**config.mk**
```make
export PLATFORM = sky130hd
export DESIGN_NAME = sdns_cfg
export DESIGN_NICKNAME = d
export VERILOG_FILES = /design/src/rtl/sdns_pkg.sv /design/src/rtl/sdns_cfg.sv
export SDC_FILE = /design/constraint.sdc
export NUM_CORES = 1
export LEC_CHECK = 0
export ABC_AREA = 1
export BUFFER_PORTS_ARGS = -buffer_cell sky130_fd_sc_hd__buf_4
export CORE_UTILIZATION = 30
export CTS_BUF_LIST = sky130_fd_sc_hd__clkbuf_4
export CTS_CLUSTER_SIZE = 30
export DETAILED_ROUTE_END_ITERATION = 10
export GPL_TIMING_DRIVEN = 0
export SLEW_MARGIN = 0
export SYNTH_ARGS = -nofsm -noshare
export SYNTH_HDL_FRONTEND = slang
export SYNTH_SLANG_ARGS = --single-unit
```
**constraint.sdc**
```tcl
create_clock -name clk -period 2 [get_ports clk]
set_input_delay 0.2 -clock clk [delete_from_list [all_inputs] [get_ports clk]]
set_output_delay 0.2 -clock clk [all_outputs]
set_load 0.02 [all_outputs]
```
**src/rtl/sdns_pkg.sv**
```systemverilog
// Shared types, constants and helpers of the sorted directory name search.
package sdns_pkg;

	localparam int MAX_ENTRIES = 256;
	localparam int NAME_BYTES  = 24;
	localparam int IDX_W       = $clog2(MAX_ENTRIES);
	localparam int CNT_W       = IDX_W + 1;
	localparam int KEY_W       = 192;
	localparam int APB_ADDR_W  = 3;

	// action codes
	localparam logic [1:0] ACT_LOAD   = 2'd0;
	localparam logic [1:0] ACT_FIND   = 2'd1;
	localparam logic [1:0] ACT_SELECT = 2'd2;

	// status codes
	localparam logic [1:0] ST_FOUND  = 2'd0;
	localparam logic [1:0] ST_MISS   = 2'd1;
	localparam logic [1:0] ST_LOADED = 2'd2;

	// register word indexes
	localparam logic REG_BASE  = 1'b0;
	localparam logic REG_COUNT = 1'b1;

	typedef struct packed {
		logic [31:0]      archive_base;
		logic [CNT_W-1:0] file_count;
	} cfg_t;

	typedef struct packed {
		logic [63:0] name_high;
		logic [63:0] name_middle;
		logic [63:0] name_low;
		logic [31:0] offset;
		logic [31:0] size;
	} entry_t;

	typedef struct packed {
		logic             wr_en;
		logic             rd_en;
		logic [IDX_W-1:0] addr;
		entry_t           wdata;
	} mem_req_t;

	typedef struct packed {
		logic [1:0]       status;
		logic [IDX_W-1:0] found_index;
		logic [31:0]      data_address;
		logic [31:0]      file_size;
		logic [63:0]      found_name_high;
		logic [63:0]      found_name_middle;
		logic [63:0]      found_name_low;
	} result_t;

	// Keep the name bytes that fall into 64-bit word w (0 high, 1 middle, 2 low).
	function automatic logic [63:0] name_mask(input int w);
		int keep;
		keep = NAME_BYTES - 8 * w;
		if (keep <= 0) begin
			return 64'd0;
		end else if (keep >= 8) begin
			return ~64'd0;
		end
		return ~64'd0 << (64 - 8 * keep);
	endfunction

endpackage

```
**src/rtl/sdns_cfg.sv**
```systemverilog
// APB register file: archive base and file count.
module sdns_cfg (
	input  logic                           clk,
	input  logic                           arst_n,
	input  logic                           psel,
	input  logic                           penable,
	input  logic                           pwrite,
	input  logic [sdns_pkg::APB_ADDR_W-1:0] paddr,
	input  logic [31:0]                    pwdata,
	output logic [31:0]                    prdata,
	output logic                           pready,
	output sdns_pkg::cfg_t                 cfg
);
	import sdns_pkg::*;

	logic [31:0]      base_q;
	logic [CNT_W-1:0] count_q;
	logic             reg_idx;
	logic             wr_en;

	assign pready  = 1'b1;
	assign reg_idx = paddr[APB_ADDR_W-1];
	assign wr_en   = psel && penable && pwrite;

	always_ff @(posedge clk or negedge arst_n) begin
		if (!arst_n) begin
			base_q  <= '0;
			count_q <= '0;
		end else if (wr_en) begin
			case (reg_idx)
				REG_BASE:  base_q  <= pwdata;
				REG_COUNT: count_q <= pwdata[CNT_W-1:0];
				default:   base_q  <= base_q;
			endcase
		end
	end

	always_comb begin
		case (reg_idx)
			REG_BASE:  prdata = base_q;
			REG_COUNT: prdata = {{(32 - CNT_W){1'b0}}, count_q};
			default:   prdata = '0;
		endcase
	end

	assign cfg.archive_base = base_q;
	assign cfg.file_count   = count_q;

endmodule

```
==> results.cfg <==
[global_routing]
maximum_number_of_pins_on_one_net_before_global_route_repair = 42
via_count_of_the_first_global_routing_pass = 1779
grt_first_pass_wirelength_um = 8810
grt_overflow_total = 0
grtUsageTotal = 0.176
grt_antenna_before_repair = 0

[worst_setup_path]
critPathArrivalTime_ns = 1.15
worst_setup_path_startpoint = paddr[2]
path_class = in2out
start_kind = input pin
r2r_setup_slack_ns = 1.33
r2r-end = count_q[1]
rr_worst_depth = 2
r2r_start = count_q[1]
timing.critical_path.required_ns = 1.80
crit_path_max_fanout = 10
critical_path.endpoint_type = output pin

[detailed_routing]
detailedRoute.firstIterationViolations = 42
drt-pass1-iter-count = 4
drt-vias-per-instance = 4.37
wl_per_cell_um = 12.5
drt_drc_violations_left = 0
route.vias.total = 1986
totalWireLength_um = 5660
postRouteAntennaNets = 0

[synthesis]
synth_top_family_by_area = simple AND/OR/NAND/NOR gates
synth.distinct_cells = 13
post_synth_main_area_contributors = sky130_fd_sc_hd__dfrtp_1 53%, sky130_fd_sc_hd__nand2_1 21%, sky130_fd_sc_hd__nand3_1 11%
synth_register_bits = 41
post_synth_top_area_cell = sky130_fd_sc_hd__dfrtp_1
share_of_the_synthesized_netlist_area_taken_by_xor_and_xnor_gates = 0
synth.yosys.warnings = 0
synthMuxAreaShare = 0
syn_avg_cell_area_um2 = 7.46
mappedNetlistArea_mm2 = 0.00195
synth_nets = 301
yosys.area.top_type_share = 0.527
yosys.area_share.adder = 0
synthSimpleGateAreaFrac = 0.377
synthCells = 261
synth.yosys.seq_area_share = 0.527
synth_compound_area_frac = 0

[placement]
dp.final_hpwl_um = 4110
post_placement_worst_setup_slack_ns = 0.602
portBuffers = 109
post_dp_area_mm2 = 0.00286
last_weighted_congestion_value_of_the_routability_driven_placer = 0.721

[timing]
worst_pin_slew_ns = 0.552
final-hold-violation-count = 0
max_slew_margin = 0.632
min_period_ns = 1.35
timing.fmax_mhz = 742
clock_tree_skew_after_final_layout_ns = 0
totalNegativeSetupSlack_ns = 0
post_route_worst_hold_slack_ns = 0.0677
report.final.slew_viol_count = 0
finalWorstSetupSlack_ns = 0.652
post-route-period-util = 0.674
setup_viol_count_final = 0
grt_setup_unrepaired = no

[cells_and_area]
post_route_cells_drive_above_1_share = 0.351
area_growth_syn_to_layout_pct = 50.2
layout.core_utilization = 0.480
most-common-layout-cells = 113 x sky130_fd_sc_hd__buf_4, 110 x sky130_fd_sc_hd__nand2_1, 41 x sky130_fd_sc_hd__nand3_1, 41 x sky130_fd_sc_hd__dfrtp_1
regArea_mm2 = 0.00103
postLayoutCellArea_mm2 = 0.00293
design.final.nets = 418
multi_input_comb_area_um2 = 738
final.fill_count = 650
antennaDiodeCount = 0
mostFrequentLayoutCell = sky130_fd_sc_hd__buf_4

[floorplan]
io_pins = 114
die_area_mm2 = 0.00682
initial_core_util = 0.320
placementRows = 28
die_w_um = 82.6
die_height_um = 82.6
placeableCoreArea_mm2 = 0.00610

[run]
max-cap-violations = 0

[clock_network]
cts_htree_levels = 2
clock-sinks = 41
insertion_delay_ns = 0.36
cts_tree = done
cts_made_buffers = 5
clock_tree_buffer_depth = 2
clock-root-buffer = sky130_fd_sc_hd__clkbuf_4
worst_setup_hold_path_clk_slew_ns = 0.13

[pwr]
power_density_mw_per_mm2 = 877
p_leak_nw = 1.72
vdd_drop_max_mv = 0.447

[worst_hold_path]
min_to = base_q[3]
startpoint_of_the_tightest_hold_check_path = pwdata[3]
worst_hold_path.num_cells = 3
worstHoldPathType = in2reg

[run_status]
run_status = completed
[final cells by class]
class | count | share of cell area
clock buffers | 5 | 0.0128
flip-flops and latches | 41 | 0.351
well taps | 75 | 0.0321
plain buffers | 17 | 0.0308
repair buffers | 110 | 0.283
clock inverters | 3 | 0.00599
inverters | 25 | 0.0321
multi-input cells | 178 | 0.252
[power by group]
group	switching (W)	internal [W]
registers	0.000131	0.000984
logic	0.000593	0.000447
clock network	0.000278	0.000133
total	0.00100	0.00156
[sequential cells by signal (all words and copies together) (netlist names)]
name,cells
base_q,32
count_q,9
[repair_timing]
action | 4_1_cts | 5_1_grt
setup buffers | 0 | 0
gates resized for setup | 0 | 0
hold buffers | 1 | 0
endpoints found under the hold margin | 41 | 0
[layer usage]
| layer | wire length, um | vias to the layer above | GRT usage |
|---|---|---|---|
| met5 | 0 | - | 0 |
| met4 | 71 | 0 | 0.0569 |
| met3 | 506 | 6 | 0.0582 |
| met2 | 2540 | 77 | 0.273 |
| met1 | 2540 | 883 | 0.230 |
| li1 | - | 1020 | - |
[critical path, stage by stage]
cell	delay [ns]
sky130_fd_sc_hd__buf_2	0.16
sky130_fd_sc_hd__clkbuf_1	0.46
sky130_fd_sc_hd__nand2_1	0.10
sky130_fd_sc_hd__nand2_1	0.09
sky130_fd_sc_hd__buf_4	0.13
[through the flow]
stage               total power (W)  instances
finish                      0.00257        454
floorplan                   0.00166        261
global route                0.00275        454
global placement            0.00217        445
CTS                         0.00261        454
detailed placement          0.00218        445
[synth_stat cells, drive strengths merged]
cell,number
inv,25
buf,13
clkbuf,4
nand2,110
dfrtp,41
nand3,41
conb,1
nand4,2
nor2,24
[cells by family after synthesis]
logic type	Yosys count
flip-flops	41
other	1
buffers and inverters	42
AND/OR/NAND/NOR	177
[worst max path at each step]
stage                           end  slack (ns)  cells past startpoint
after floorplan           prdata[0]        0.95                      4
after global placement    prdata[8]        0.62                      5
after detailed placement  prdata[7]        0.60                      5
after CTS                 prdata[7]        0.61                      5
after global routing      prdata[8]        0.47                      5
final                     prdata[2]        0.65                      5
No activity file was read; power rests on OpenSTA's default activity.
