===== src/rtl/sdns_pkg.sv =====
// Shared types, constants and helpers of the sorted directory name search.
package sdns_pkg;

	localparam int MAX_ENTRIES = 256;
	localparam int NAME_BYTES  = 24;
	localparam int IDX_W       = $clog2(MAX_ENTRIES);
	localparam int CNT_W       = IDX_W + 1;
	localparam int KEY_W       = 192;
	localparam int APB_ADDR_W  = 3;

	// action codes
	localparam logic [1:0] ACT_LOAD   = 2'd0;
	localparam logic [1:0] ACT_FIND   = 2'd1;
	localparam logic [1:0] ACT_SELECT = 2'd2;

	// status codes
	localparam logic [1:0] ST_FOUND  = 2'd0;
	localparam logic [1:0] ST_MISS   = 2'd1;
	localparam logic [1:0] ST_LOADED = 2'd2;

	// register word indexes
	localparam logic REG_BASE  = 1'b0;
	localparam logic REG_COUNT = 1'b1;

	typedef struct packed {
		logic [31:0]      archive_base;
		logic [CNT_W-1:0] file_count;
	} cfg_t;

	typedef struct packed {
		logic [63:0] name_high;
		logic [63:0] name_middle;
		logic [63:0] name_low;
		logic [31:0] offset;
		logic [31:0] size;
	} entry_t;

	typedef struct packed {
		logic             wr_en;
		logic             rd_en;
		logic [IDX_W-1:0] addr;
		entry_t           wdata;
	} mem_req_t;

	typedef struct packed {
		logic [1:0]       status;
		logic [IDX_W-1:0] found_index;
		logic [31:0]      data_address;
		logic [31:0]      file_size;
		logic [63:0]      found_name_high;
		logic [63:0]      found_name_middle;
		logic [63:0]      found_name_low;
	} result_t;

	// Keep the name bytes that fall into 64-bit word w (0 high, 1 middle, 2 low).
	function automatic logic [63:0] name_mask(input int w);
		int keep;
		keep = NAME_BYTES - 8 * w;
		if (keep <= 0) begin
			return 64'd0;
		end else if (keep >= 8) begin
			return ~64'd0;
		end
		return ~64'd0 << (64 - 8 * keep);
	endfunction

endpackage


===== src/rtl/sdns_in_if.sv =====
// Request channel: action, index, name key and load payload.
interface sdns_in_if;
	import sdns_pkg::*;

	logic             valid;
	logic             ready;
	logic [1:0]       action;
	logic [IDX_W-1:0] entry_index;
	logic [63:0]      name_high;
	logic [63:0]      name_middle;
	logic [63:0]      name_low;
	logic [31:0]      load_offset;
	logic [31:0]      load_size;

	modport source (
		output valid, action, entry_index, name_high, name_middle, name_low,
		output load_offset, load_size,
		input  ready
	);
	modport sink (
		input  valid, action, entry_index, name_high, name_middle, name_low,
		input  load_offset, load_size,
		output ready
	);
endinterface


===== src/rtl/sdns_out_if.sv =====
// Response channel: status and selected entry fields.
interface sdns_out_if;
	import sdns_pkg::*;

	logic             valid;
	logic             ready;
	logic [1:0]       status;
	logic [IDX_W-1:0] found_index;
	logic [31:0]      data_address;
	logic [31:0]      file_size;
	logic [63:0]      found_name_high;
	logic [63:0]      found_name_middle;
	logic [63:0]      found_name_low;

	modport source (
		output valid, status, found_index, data_address, file_size,
		output found_name_high, found_name_middle, found_name_low,
		input  ready
	);
	modport sink (
		input  valid, status, found_index, data_address, file_size,
		input  found_name_high, found_name_middle, found_name_low,
		output ready
	);
endinterface


===== src/rtl/sdns_ctrl.sv =====
// Sequencer: load, binary search and select over the entry memory, result register.
module sdns_ctrl (
	input  logic               clk,
	input  logic               arst_n,
	input  sdns_pkg::cfg_t     cfg,
	sdns_in_if.sink            req,
	sdns_out_if.source         rsp,
	output sdns_pkg::mem_req_t mem_req,
	input  sdns_pkg::entry_t   mem_rdata
);
	import sdns_pkg::*;

	typedef enum logic [4:0] {
		S_IDLE  = 5'b00001,
		S_PROBE = 5'b00010,
		S_CMP   = 5'b00100,
		S_SEL   = 5'b01000,
		S_FIN   = 5'b10000
	} state_t;

	state_t           state_q, state_d;
	logic [IDX_W-1:0] idx_q;
	logic [IDX_W-1:0] mid_q;
	logic [IDX_W-1:0] sel_q;
	logic [CNT_W-1:0] lo_q;
	logic [CNT_W-1:0] hi_q;
	logic [KEY_W-1:0] key_q;
	logic [1:0]       fin_status_q;
	logic             rsp_valid_q;
	result_t          rsp_q;

	logic [CNT_W-1:0] count;
	logic [CNT_W:0]   mid_sum;
	logic [IDX_W-1:0] mid;
	logic [KEY_W-1:0] key_in;
	logic [KEY_W-1:0] ent_key;
	logic [IDX_W-1:0] hit_idx;
	logic             accept;
	logic             window_open;
	logic             key_eq;
	logic             key_gt;
	logic             out_free;
	logic             emit_hit;
	logic             emit_fin;
	logic             sel_in_range;

	assign count = (cfg.file_count > CNT_W'(MAX_ENTRIES)) ? CNT_W'(MAX_ENTRIES)
		: cfg.file_count;

	// mid = (left + right) / 2 with right = hi - 1; only used while lo < hi
	assign mid_sum     = {1'b0, lo_q} + {1'b0, hi_q} - (CNT_W + 1)'(1);
	assign mid         = mid_sum[IDX_W:1];
	assign window_open = lo_q < hi_q;

	assign key_in  = {req.name_high & name_mask(0), req.name_middle & name_mask(1),
		req.name_low & name_mask(2)};
	assign ent_key = {mem_rdata.name_high, mem_rdata.name_middle, mem_rdata.name_low};
	assign key_eq  = key_q == ent_key;
	assign key_gt  = key_q > ent_key;

	assign req.ready    = state_q == S_IDLE;
	assign accept       = req.valid && (state_q == S_IDLE);
	assign sel_in_range = {1'b0, req.entry_index} < count;
	assign out_free     = !rsp_valid_q || rsp.ready;
	assign hit_idx      = (state_q == S_CMP) ? mid_q : idx_q;
	assign emit_hit     = out_free && (((state_q == S_CMP) && key_eq) || (state_q == S_SEL));
	assign emit_fin     = out_free && (state_q == S_FIN);

	// memory port
	always_comb begin
		mem_req.wdata.name_high   = key_in[KEY_W-1 -: 64];
		mem_req.wdata.name_middle = key_in[KEY_W-65 -: 64];
		mem_req.wdata.name_low    = key_in[63:0];
		mem_req.wdata.offset      = req.load_offset;
		mem_req.wdata.size        = req.load_size;
		mem_req.wr_en             = accept && (req.action == ACT_LOAD);
		mem_req.rd_en             = 1'b0;
		mem_req.addr              = req.entry_index;
		if (accept && (req.action == ACT_SELECT) && sel_in_range) begin
			mem_req.rd_en = 1'b1;
		end
		if ((state_q == S_PROBE) && window_open) begin
			mem_req.rd_en = 1'b1;
			mem_req.addr  = mid;
		end
	end

	always_comb begin
		state_d = state_q;
		case (state_q)
			S_IDLE: begin
				if (accept) begin
					case (req.action)
						ACT_FIND:   state_d = S_PROBE;
						ACT_SELECT: state_d = sel_in_range ? S_SEL : S_FIN;
						default:    state_d = S_FIN;
					endcase
				end
			end
			S_PROBE: state_d = window_open ? S_CMP : S_FIN;
			S_CMP: begin
				if (!key_eq) begin
					state_d = S_PROBE;
				end else if (out_free) begin
					state_d = S_IDLE;
				end
			end
			S_SEL: if (out_free) state_d = S_IDLE;
			S_FIN: if (out_free) state_d = S_IDLE;
			default: state_d = S_IDLE;
		endcase
	end

	always_ff @(posedge clk or negedge arst_n) begin
		if (!arst_n) begin
			state_q     <= S_IDLE;
			rsp_valid_q <= 1'b0;
			sel_q       <= '0;
		end else begin
			state_q <= state_d;
			if (emit_hit || emit_fin) begin
				rsp_valid_q <= 1'b1;
			end else if (rsp.ready) begin
				rsp_valid_q <= 1'b0;
			end
			if (emit_hit) begin
				sel_q <= hit_idx;
			end
		end
	end

	// search window, key and result payload
	always_ff @(posedge clk) begin
		if (accept) begin
			idx_q        <= req.entry_index;
			key_q        <= key_in;
			lo_q         <= '0;
			hi_q         <= count;
			fin_status_q <= (req.action == ACT_LOAD) ? ST_LOADED : ST_MISS;
		end
		if ((state_q == S_PROBE) && window_open) begin
			mid_q <= mid;
		end
		if ((state_q == S_CMP) && !key_eq) begin
			if (key_gt) begin
				lo_q <= {1'b0, mid_q} + CNT_W'(1);
			end else begin
				hi_q <= {1'b0, mid_q};
			end
		end
		if (emit_hit) begin
			rsp_q.status            <= ST_FOUND;
			rsp_q.found_index       <= hit_idx;
			rsp_q.data_address      <= cfg.archive_base + mem_rdata.offset;
			rsp_q.file_size         <= mem_rdata.size;
			rsp_q.found_name_high   <= mem_rdata.name_high;
			rsp_q.found_name_middle <= mem_rdata.name_middle;
			rsp_q.found_name_low    <= mem_rdata.name_low;
		end else if (emit_fin) begin
			rsp_q.status            <= fin_status_q;
			rsp_q.found_index       <= '0;
			rsp_q.data_address      <= '0;
			rsp_q.file_size         <= '0;
			rsp_q.found_name_high   <= '0;
			rsp_q.found_name_middle <= '0;
			rsp_q.found_name_low    <= '0;
		end
	end

	assign rsp.valid             = rsp_valid_q;
	assign rsp.status            = rsp_q.status;
	assign rsp.found_index       = rsp_q.found_index;
	assign rsp.data_address      = rsp_q.data_address;
	assign rsp.file_size         = rsp_q.file_size;
	assign rsp.found_name_high   = rsp_q.found_name_high;
	assign rsp.found_name_middle = rsp_q.found_name_middle;
	assign rsp.found_name_low    = rsp_q.found_name_low;

	a_mem_one_access: assert property (@(posedge clk) disable iff (!arst_n)
		!(mem_req.wr_en && mem_req.rd_en))
		else $error("entry memory written and read in one cycle");

	a_probe_in_window: assert property (@(posedge clk) disable iff (!arst_n)
		state_q == S_CMP |-> (lo_q <= {1'b0, mid_q}) && ({1'b0, mid_q} < hi_q))
		else $error("probe index outside search window");

	a_window_bound: assert property (@(posedge clk) disable iff (!arst_n)
		state_q == S_PROBE |-> hi_q <= count)
		else $error("search bound beyond file count");

	a_hit_selects: assert property (@(posedge clk) disable iff (!arst_n)
		rsp_valid_q && (rsp_q.status == ST_FOUND) |-> rsp_q.found_index == sel_q)
		else $error("reported hit differs from selected entry");

	a_hit_from_probe: assert property (@(posedge clk) disable iff (!arst_n)
		emit_hit |=> rsp_valid_q && (rsp_q.status == ST_FOUND))
		else $error("hit not registered as found");

endmodule


===== src/flat_wrapper.sv =====
// flat-port wrapper written by rule: the top's interface ports become plain ports
module sdns_ctrl_flat import sdns_pkg::*;
  (clk, arst_n, cfg, mem_req, mem_rdata, req_valid, req_action, req_entry_index, req_name_high, req_name_middle, req_name_low, req_load_offset, req_load_size, req_ready, rsp_valid, rsp_status, rsp_found_index, rsp_data_address, rsp_file_size, rsp_found_name_high, rsp_found_name_middle, rsp_found_name_low, rsp_ready);
  sdns_in_if req_i ();
  sdns_out_if rsp_i ();
  input  logic clk;
  input  logic arst_n;
  input  sdns_pkg::cfg_t cfg;
  output sdns_pkg::mem_req_t mem_req;
  input  sdns_pkg::entry_t mem_rdata;
  input wire logic [$bits(req_i.valid)-1:0] req_valid;
  input wire logic [$bits(req_i.action)-1:0] req_action;
  input wire logic [$bits(req_i.entry_index)-1:0] req_entry_index;
  input wire logic [$bits(req_i.name_high)-1:0] req_name_high;
  input wire logic [$bits(req_i.name_middle)-1:0] req_name_middle;
  input wire logic [$bits(req_i.name_low)-1:0] req_name_low;
  input wire logic [$bits(req_i.load_offset)-1:0] req_load_offset;
  input wire logic [$bits(req_i.load_size)-1:0] req_load_size;
  output wire logic [$bits(req_i.ready)-1:0] req_ready;
  output wire logic [$bits(rsp_i.valid)-1:0] rsp_valid;
  output wire logic [$bits(rsp_i.status)-1:0] rsp_status;
  output wire logic [$bits(rsp_i.found_index)-1:0] rsp_found_index;
  output wire logic [$bits(rsp_i.data_address)-1:0] rsp_data_address;
  output wire logic [$bits(rsp_i.file_size)-1:0] rsp_file_size;
  output wire logic [$bits(rsp_i.found_name_high)-1:0] rsp_found_name_high;
  output wire logic [$bits(rsp_i.found_name_middle)-1:0] rsp_found_name_middle;
  output wire logic [$bits(rsp_i.found_name_low)-1:0] rsp_found_name_low;
  input wire logic [$bits(rsp_i.ready)-1:0] rsp_ready;
  assign req_i.valid = req_valid;
  assign req_i.action = req_action;
  assign req_i.entry_index = req_entry_index;
  assign req_i.name_high = req_name_high;
  assign req_i.name_middle = req_name_middle;
  assign req_i.name_low = req_name_low;
  assign req_i.load_offset = req_load_offset;
  assign req_i.load_size = req_load_size;
  assign req_ready = req_i.ready;
  assign rsp_valid = rsp_i.valid;
  assign rsp_status = rsp_i.status;
  assign rsp_found_index = rsp_i.found_index;
  assign rsp_data_address = rsp_i.data_address;
  assign rsp_file_size = rsp_i.file_size;
  assign rsp_found_name_high = rsp_i.found_name_high;
  assign rsp_found_name_middle = rsp_i.found_name_middle;
  assign rsp_found_name_low = rsp_i.found_name_low;
  assign rsp_i.ready = rsp_ready;
  sdns_ctrl u_core (.clk(clk), .arst_n(arst_n), .cfg(cfg), .req(req_i), .rsp(rsp_i), .mem_req(mem_req), .mem_rdata(mem_rdata));
endmodule

===== config.mk =====
export PLATFORM = sky130hd
export DESIGN_NAME = sdns_ctrl_flat
export DESIGN_NICKNAME = d
export VERILOG_FILES = /design/src/rtl/sdns_pkg.sv /design/src/rtl/sdns_in_if.sv /design/src/rtl/sdns_out_if.sv /design/src/rtl/sdns_ctrl.sv /design/src/flat_wrapper.sv
export SDC_FILE = /design/constraint.sdc
export NUM_CORES = 1
export LEC_CHECK = 0
export BUFFER_PORTS_ARGS = -buffer_cell sky130_fd_sc_hd__buf_2
export CAP_MARGIN = 5
export CORE_AREA = 2 2 425 427
export CTS_BUF_LIST = sky130_fd_sc_hd__clkbuf_16
export CTS_CLUSTER_DIAMETER = 60
export DETAILED_ROUTE_END_ITERATION = 7
export DIE_AREA = 0 0 427 429
export MAX_ROUTING_LAYER = met4
export PLACE_DENSITY_LB_ADDON = 0.25
export SLEW_MARGIN = 20
export SYNTH_ARGS = -nofsm -noshare
export SYNTH_HDL_FRONTEND = slang
export SYNTH_SLANG_ARGS = --single-unit

===== constraint.sdc =====
create_clock -name clk -period 9.9 [get_ports clk]
set_input_delay 1.98 -clock clk [delete_from_list [all_inputs] [get_ports clk]]
set_output_delay 1.98 -clock clk [all_outputs]
set_load 0.1 [all_outputs]

==> flow_summary.yaml, run 1 <==
cts:
  cts_buffer_depth: 3
  ctsHoldBuffers: 0
  cts_num_sinks: 500
  root_buffer: "clkbuf_16"
  clk_pin_slew_ns: 0.06
  cts_setup_buffers: 0
  cts_tree: "done"
  cts_buffers: 88
  h-tree-depth: 3
  post_cts_resized: 0
  clk_latency_ns: 0.71
finish:
  stdcell_count: 5403
  finalNetCount: 3774
  drive_gt1_share_pct: 38.56
  syn_to_final_growth_pct: 33.26
  postLayoutCoreUtil_pct: 19.55
floorplanning:
  ios: 1101
  die_w_um: 427
  dieArea_mm2: 0.1832
  num_rows: 155
  fp.coreArea_mm2: 0.1780
  dieHeight_um: 429
  start_util_pct: 14.67
sta:
  fin_crit_ns: 6.747
  setup_viol: 0
  fin_ws_ns: 3.153
  skew_ns: 0.04611
  rsz0062_at_grt: "false"
  setup-tns-final_ns: 0
  slew_violations: 0
  hold_viol_final: 0
  worst_pin_slew_ns: 1.221
  post-route-period-util_pct: 68.15
  max_freq_ghz: 0.1482
  relSlewSlack_pct: 17.85
grt:
  grt-ovfl-total: 0
  antenna_found_initial: 72
  grt_pass1_wl_um: 174600
  grtUsageTotal_pct: 14.70
  grt_pass1_vias: 19710
  grt_max_degree: 97
logic_synthesis:
  syn_nets: 2992
  yosysWarnings: 0
  synth_flop_cell: "edfxtp_1"
  postSynthAreaPerCell_um2: 12.06
  synth_edf_count: 474
  netlist-cell-type-count: 67
  syn_inst: 2166
  yosysSeqAreaShare_pct: 56.62
  synth-seq-cells: 500
  syn_area_mm2: 0.02612
  async_flop_share_pct: 1.200
worst_hold_path:
  hold_end: "u_core.lo_q[0]$_DFF_P_"
  hold_path.class: "reg -> reg"
  hold_depth: 2
  min_from: "u_core.lo_q[0]$_DFF_P_"
pwr:
  power.internal_w: 0.005068
  p_total_w: 0.008072
  peakVddDrop_mv: 0.1448
  power_density_mw_per_mm2: 231.9
  share_comb_of_total_power_pct: 27.2
  p_sw_w: 0.003004
  switching_share_pct: 37.22
  pwr-share-seq_pct: 35.4
  leakage_nw: 16.22
  power_frac_clock_pct: 37.5
setup_path:
  arrival_ns: 7.08
  reg2reg_depth: 11
  crit_path_end_kind: "flop"
  regToRegEndpoint: "u_core.rsp.found_name_middle[46]$_SDFFCE_PN0P_"
  r2r-start: "u_core.key_q[105]$_DFFE_PP_"
  crit_type: "in -> reg"
  cp_data_required_time_ns: 10.24
  startpoint_type: "input port"
  crit_fanout: 87
  r2r_slack_ns: 4.14
routing:
  ant_nets: 0
  routed_wl_um: 135600
  via_per_inst: 3.624
  first_pass_iters: 5
  num_vias: 19580
  dr.first_iter.drc_count: 1283
  avgRoutedWirePerCell_um: 25.10
  drc_errors: 0
place:
  gp_congestion: 0.9142
  dp_cells: 5213
  io_buffers: 972
  pre_cts_slack_ns: 2.184
  hpwl_um: 113700
job:
  max-cap-violations: 0
outcome:
  status: "completed"
## sequential cells by signal, indices dropped and copies added, names as in the netlist, 8 cells and up
name	cells
u_core.hi_q	9
u_core.idx_q	8
u_core.key_q	192
u_core.lo_q	9
u_core.mid_q	8
u_core.rsp.data_address	32
u_core.rsp.file_size	32
u_core.rsp.found_index	8
u_core.rsp.found_name_high	64
u_core.rsp.found_name_low	64
u_core.rsp.found_name_middle	64
## how the worst max path moves through the flow
stage	start	to	slack [ns]	cells after the start
6_report	mem_rdata[173]	u_core.rsp.found_name_middle[46]$_SDFFCE_PN0P_	3.15	13
5_1_grt	mem_rdata[193]	u_core.rsp.found_name_high[41]$_SDFFCE_PN0P_	2.73	15
4_1_cts	mem_rdata[193]	u_core.rsp.found_name_middle[26]$_SDFFCE_PN0P_	2.94	15
3_5_place_dp	mem_rdata[193]	u_core.rsp.found_name_low[55]$_SDFFCE_PN0P_	2.18	15
3_3_place_gp	mem_rdata[193]	u_core.rsp.found_name_middle[49]$_SDFFCE_PN0P_	2.25	15
2_1_floorplan	mem_rdata[149]	u_core.rsp.data_address[0]$_SDFFCE_PN0P_	0.23	10
## final cells by class
class                      instances  area [um2]
fill                           19640      143200
sequential                       500       14790
multi-input combinational       1123        8173
timing repair buffer             987        4990
tap                             2355        2947
clock buffer                      89        2227
inverter                         248       945.9
clock inverter                    72       661.9
antenna                           29       72.57
## critical path, stage by stage
cell,delay [ns]
buf_2,0.14
inv_1,0.08
ha_1,0.30
nand4_1,0.12
nor4_1,0.94
nand4bb_1,0.43
nor3_2,0.51
nand4_1,0.22
a21boi_4,0.19
buf_4,0.37
o21ai_0,0.37
inv_8,0.60
buf_4,0.52
## logic make-up after synthesis
kind of cell | Yosys count | share of synthesized area, %
AND/OR/NAND/NOR | 501 | 8.964
buffers and inverters | 543 | 12.18
flip-flops | 500 | 56.62
AO/OA/AOI/OAI | 292 | 7.158
adder cells (fa/ha/maj) | 259 | 12.47
multiplexers | 33 | 1.337
XOR/XNOR | 38 | 1.274
## through the flow
step           instance area (um2)  hold WS [ns]
5_1_grt                      34790        0.4901
4_1_cts                      34730        0.4659
3_3_place_gp                 31840        0.4526
6_report                     34800        0.4623
2_1_floorplan                26120        0.4380
3_5_place_dp                 31840        0.4580
## power groups by stage
stage | clock network (W) | registers, W | logic (W)
3_3_place_gp | 0 | 0.00290 | 0.00223
3_5_place_dp | 0 | 0.00290 | 0.00223
6_report | 0.00303 | 0.00285 | 0.00219
4_1_cts | 0.00314 | 0.00286 | 0.00224
5_1_grt | 0.00321 | 0.00288 | 0.00238
2_1_floorplan | 0 | 0.00325 | 0.00139
## routing by layer
metal | global-route usage [%] | wire [um]
met1 | 16.94 | 54870
met5 | - | 0
met2 | 23.61 | 64440
met4 | 3.700 | 3363
met3 | 5.951 | 12970
## cell usage after synthesis, drive strengths merged (20+ instances only)
cell type,instances,share of area [%]
a21o,64,1.8
a21oi,104,2.0
and3,38,0.91
buf,283,8.4
dfxtp,20,1.5
edfxtp,474,55
ha,257,12
inv,248,3.6
nand2,65,0.94
nand3,21,0.40
nand4,42,1.0
nor2,252,3.6
o21ai,49,0.95
xor2,20,0.67
## cells in the final DEF, fill, tap and decap left out, types with 29 or more instances in the layout
cell and count:
nand2_1 64, ha_1 257, diode_2 29, nand4_1 42
o21ai_0 48, a21o_1 64, buf_2 972, and3_1 38
clkbuf_16 89, nor2_1 252, a21oi_1 104, inv_1 252
edfxtp_1 474
Note: power is estimated with default switching activity, not from simulation.
==> run 2: changes to the inputs <==
==> constraint.sdc (replaced) <==
create_clock -name clk -period 6.5 [get_ports clk]
set_input_delay 1.3 -clock clk [delete_from_list [all_inputs] [get_ports clk]]
set_output_delay 1.3 -clock clk [all_outputs]
set_load 0.1 [all_outputs]
==> run 2 against run 1 <==
Net effect:
- combinational power grew 61%
- largest power group is now sequential cells
- first-iteration DRC count increased by 15%
- sequential cell count is the same
- non-clock buffer count grew 10
- largest cell class unchanged
- register-to-register slack worse by 2.3 ns
- routed wire length down 0.90%
==> flow_summary.yaml, run 2 (same netlist as run 1, synthesis figures left out) <==
floorplanning:
  die_w_um: 427
  ios: 1101
  fp.coreArea_mm2: 0.1780
  start_util_pct: 14.67
  dieHeight_um: 429
  dieArea_mm2: 0.1832
  num_rows: 155
finish:
  fillers: 19560
  syn_to_final_growth_pct: 36.91
  largest_register: "u_core.key_q"
  multi_input_area_mm2: 0.009163
  seq_area_mm2: 0.01479
  largest_register_ff_count: 192
  finalNetCount: 3777
  final_cell_mix: "buf_2 (972), edfxtp_1 (474), nor2_1 (252), inv_1 (182), ha_1 (180)"
  drive_gt1_share_pct: 43.72
  postLayoutCoreUtil_pct: 20.08
  final_common_cell: "buf_2"
pwr:
  power_density_mw_per_mm2: 344.3
  p_total_w: 0.01231
  leakage_nw: 16.15
  peakVddDrop_mv: 0.2123
routing:
  first_pass_iters: 5
  via_per_inst: 3.650
  avgRoutedWirePerCell_um: 24.99
  num_vias: 19630
  routed_wl_um: 134400
  dr.first_iter.drc_count: 1473
  drc_errors: 0
  ant_nets: 0
setup_path:
  reg2reg_depth: 11
  r2r-start: "u_core.key_q[185]$_DFFE_PP_"
  crit_fanout: 10
  crit_path_end_kind: "primary output"
  startpoint_type: "input port"
  cp_data_required_time_ns: 5.20
  cp-startpoint: "cfg[8]"
  arrival_ns: 4.05
  crit_type: "in -> out"
grt:
  grtUsageTotal_pct: 14.58
  grt_pass1_vias: 19540
  antenna_found_initial: 54
  grt_pass1_wl_um: 174400
  grt-ovfl-total: 0
  grt_max_degree: 101
cts:
  cts_buffer_depth: 3
  cts_tree: "done"
  h-tree-depth: 3
  clk_latency_ns: 0.70
  cts_num_sinks: 500
  ctsHoldBuffers: 0
  root_buffer: "clkbuf_16"
  cts_setup_buffers: 0
  clk_pin_slew_ns: 0.05
  cts_buffers: 81
  post_cts_resized: 0
place:
  io_buffers: 972
  pre_cts_slack_ns: 0.5136
  gp_congestion: 0.9462
  hpwl_um: 112900
sta:
  rsz0062_at_grt: "false"
  max_freq_ghz: 0.1870
  post-route-period-util_pct: 82.25
  setup-tns-final_ns: 0
  skew_ns: 0.03480
  fin_crit_ns: 5.346
  setup_viol: 0
  slew_violations: 0
  fin_ws_ns: 1.154
  relSlewSlack_pct: 34.96
  hold_viol_final: 0
  worst_pin_slew_ns: 0.9755
  whs_ns: 0.4454
worst_hold_path:
  hold_path.class: "in -> async"
outcome:
  status: "completed"
job:
  max-cap-violations: 0
run 2: worst paths after layout:
check                                                         endpoint  slack (ns)
max                                                       mem_req[264]        1.15
min                                      u_core.state_q[3]$_DFFE_PN0P_        0.45
max reg2reg                u_core.rsp.found_name_low[56]$_SDFFCE_PN0P_        1.87
min reg2reg                                     u_core.hi_q[8]$_DFF_P_        0.47
max in group asynchronous                u_core.state_q[0]$_DFFE_PN1P_        5.83
min in group clk                                u_core.hi_q[8]$_DFF_P_        0.47
run 2: cell type report:
| cell class | instances | share of cell area, % |
|---|---|---|
| antenna | 6 | 0.04199 |
| clock buffer | 82 | 5.739 |
| clock inverter | 67 | 1.711 |
| inverter | 248 | 2.842 |
| multi-input combinational | 1123 | 25.63 |
| sequential | 500 | 41.35 |
| tap | 2355 | 8.241 |
| timing repair buffer | 997 | 14.45 |
run 2: routing by layer:
| metal | routed length, um | GRT usage (%) | up-vias |
|---|---|---|---|
| met5 | 0 | - | - |
| met4 | 3013 | 3.798 | 0 |
| met3 | 8814 | 3.142 | 179 |
| met2 | 61760 | 22.29 | 722 |
| met1 | 60830 | 19.41 | 9716 |
| li1 | - | - | 9015 |
run 2: power by group:
| part | switching [W] | internal, W |
|---|---|---|
| clock network | 0.00180 | 0.00254 |
| logic | 0.00258 | 0.000945 |
| registers | 0.000261 | 0.00417 |
| total | 0.00465 | 0.00766 |
run 2: per-stage QoR:
stage	std cells	cell area [um2]
2_1_floorplan	2166	27190
3_3_place_gp	5223	33080
3_5_place_dp	5223	33080
4_1_cts	5372	35740
5_1_grt	5376	35750
6_report	5378	35750
run 2: worst max-delay path: stages:
cell	delay (ns)
buf_2	0.17
nand2b_1	0.18
ha_1	0.27
a21o_1	0.16
a21o_1	0.18
a21o_1	0.18
a21o_1	0.17
a21o_1	0.19
a211oi_1	0.31
or2_2	0.24
a21o_2	0.20
buf_2	0.48
==> run 3: changes to the inputs <==
==> constraint.sdc (replaced) <==
create_clock -name clk -period 4.93 [get_ports clk]
set_input_delay 0.986 -clock clk [delete_from_list [all_inputs] [get_ports clk]]
set_output_delay 0.986 -clock clk [all_outputs]
set_load 0.1 [all_outputs]
==> run 3 against run 2 <==
Net effect:
- sequential share of layout area down 0.28 points
- global-route usage down 0.051 points
- register-to-register slack worse by 1.2 ns
- critical path depth up 1
- cell count up 0.93%
- largest cell class unchanged
- largest power group unchanged
- highest routed layer unchanged
==> flow_summary.yaml, run 3 (same netlist as run 1, synthesis figures left out) <==
sta:
  post-route-period-util_pct: 93.64
  setup_viol: 0
  worst_pin_slew_ns: 0.9195
  whs_ns: 0.1456
  max_freq_ghz: 0.2166
  skew_ns: 0.03718
  setup-tns-final_ns: 0
  fin_ws_ns: 0.3134
  relSlewSlack_pct: 38.23
  fin_crit_ns: 4.617
  slew_violations: 0
  rsz0062_at_grt: "false"
  hold_viol_final: 0
floorplanning:
  die_w_um: 427
  num_rows: 155
  ios: 1101
  dieHeight_um: 429
  fp.coreArea_mm2: 0.1780
  start_util_pct: 14.67
  dieArea_mm2: 0.1832
finish:
  finalNetCount: 3821
  final_common_cell: "buf_2"
  final_cell_area_mm2: 0.03600
  largest_register: "u_core.key_q"
  largest_register_ff_count: 192
  seq_area_mm2: 0.01479
  syn_to_final_growth_pct: 37.85
  drive_gt1_share_pct: 44.48
  fillers: 19520
  multi_input_area_mm2: 0.009174
  final_cell_mix: "buf_2 (971), edfxtp_1 (474), nor2_1 (252), ha_1 (180), inv_1 (174)"
  postLayoutCoreUtil_pct: 20.22
routing:
  ant_nets: 0
  first_pass_iters: 5
  routed_wl_um: 133700
  num_vias: 19630
  drc_errors: 0
  via_per_inst: 3.616
  dr.first_iter.drc_count: 1295
  avgRoutedWirePerCell_um: 24.63
cts:
  cts_tree: "done"
  clk_pin_slew_ns: 0.06
  post_cts_resized: 0
  ctsHoldBuffers: 0
  cts_buffers: 74
  cts_num_sinks: 500
  cts_setup_buffers: 0
  root_buffer: "clkbuf_16"
  clk_latency_ns: 0.68
  h-tree-depth: 3
  cts_buffer_depth: 3
setup_path:
  cpMostUsedCell: "a21oi_1"
  crit_type: "reg -> out"
  crit_chain: "inv_1, ha_1, inv_1, ha_1, a21o_1, a21oi_1, o21bai_1, a21oi_1, o21bai_1, a21oi_1, xnor2_1, mux2_2, buf_2"
  arrival_ns: 3.63
  critPathTopFamily: "compound AO/OA/AOI/OAI gates"
  startpoint_type: "flop"
  crit_path_end_kind: "primary output"
  r2r_slack_ns: 0.71
  regToRegEndpoint: "u_core.rsp.found_name_middle[1]$_SDFFCE_PN0P_"
  reg2reg_depth: 13
  cpPeakStageDelay_ns: 0.42
  crit_fanout: 3
  r2r-start: "u_core.key_q[155]$_DFFE_PP_"
  critical_path.n_buffers_inverters: 3
  cp_data_required_time_ns: 3.94
  crit_slowest_cell: "buf_2"
worst_hold_path:
  hold_path.class: "in -> async"
place:
  io_buffers: 972
  gp_congestion: 0.8936
  placed_area_mm2: 0.03356
  pre_cts_slack_ns: 0.02222
  hpwl_um: 115200
grt:
  grt_pass1_vias: 19860
  grtUsageTotal_pct: 14.53
  grt-ovfl-total: 0
  antenna_found_initial: 69
  grt_pass1_wl_um: 173300
  grt_max_degree: 105
pwr:
  leakage_nw: 16.29
  peakVddDrop_mv: 0.3203
  power_density_mw_per_mm2: 439.2
job:
  max-cap-violations: 0
outcome:
  status: "completed"
## run 3: cell types whose count changed in the layout (fill, tap and decap cells not counted), moves of 4 or more
cell and change:
buf_4 +45, diode_2 +12, inv_1 -8, buf_12 +7, clkbuf_16 -7, clkinv_1 +7
clkinvlp_4 -4
## run 3: final cells by class
type	count	share of cell area (%)
Inverter	248	2.822
Clock buffer	75	5.213
Clock inverter	61	1.439
Sequential cell	500	41.07
Antenna cell	18	0.1251
Timing Repair Buffer	1048	15.66
Tap cell	2355	8.185
Multi-Input combinational cell	1123	25.48
## run 3: where the power goes
part | internal [W] | switching, W
clock network | 0.00307 | 0.00218
logic | 0.00131 | 0.00342
registers | 0.00550 | 0.000330
total | 0.00988 | 0.00593
## run 3: worst max-delay path by stage
stage / startpoint / end / cells after the start
floorplan: mem_rdata[216] / u_core.rsp.data_address[0]$_SDFFCE_PN0P_ / 11
global placement: mem_rdata[155] / u_core.lo_q[1]$_DFF_P_ / 12
detailed placement: mem_rdata[251] / u_core.rsp.found_name_low[59]$_SDFFCE_PN0P_ / 16
CTS: u_core.hi_q[2]$_DFF_P_ / mem_req[263] / 13
global route: u_core.hi_q[2]$_DFF_P_ / mem_req[263] / 13
finish: u_core.hi_q[2]$_DFF_P_ / mem_req[263] / 13
## run 3: worst reg2reg max path, stage by stage (launching register included)
cell	delay (ns)
edfxtp_1	0.48
ha_4	0.32
nand4_1	0.28
nor4_2	0.50
nand4_1	0.38
nand4bb_1	0.39
buf_4	0.21
nor3_2	0.18
nand4_1	0.17
a21boi_4	0.23
o21ai_2	0.11
clkinvlp_4	0.19
buf_12	0.21
buf_12	0.27
## run 3: stage by stage
step | total power, W | cells
2_1_floorplan | 0.009475 | 2166
3_3_place_gp | 0.01069 | 5274
3_5_place_dp | 0.01069 | 5274
4_1_cts | 0.01608 | 5410
5_1_grt | 0.01662 | 5424
6_report | 0.01581 | 5428
## run 3: layer usage
| layer | track usage [%] | up-vias | routed length (um) |
|---|---|---|---|
| li1 | - | 9099 | - |
| met5 | - | - | 0 |
| met2 | 22.57 | 686 | 62470 |
| met1 | 18.28 | 9667 | 58710 |
| met3 | 4.633 | 176 | 9964 |
| met4 | 3.331 | 0 | 2551 |
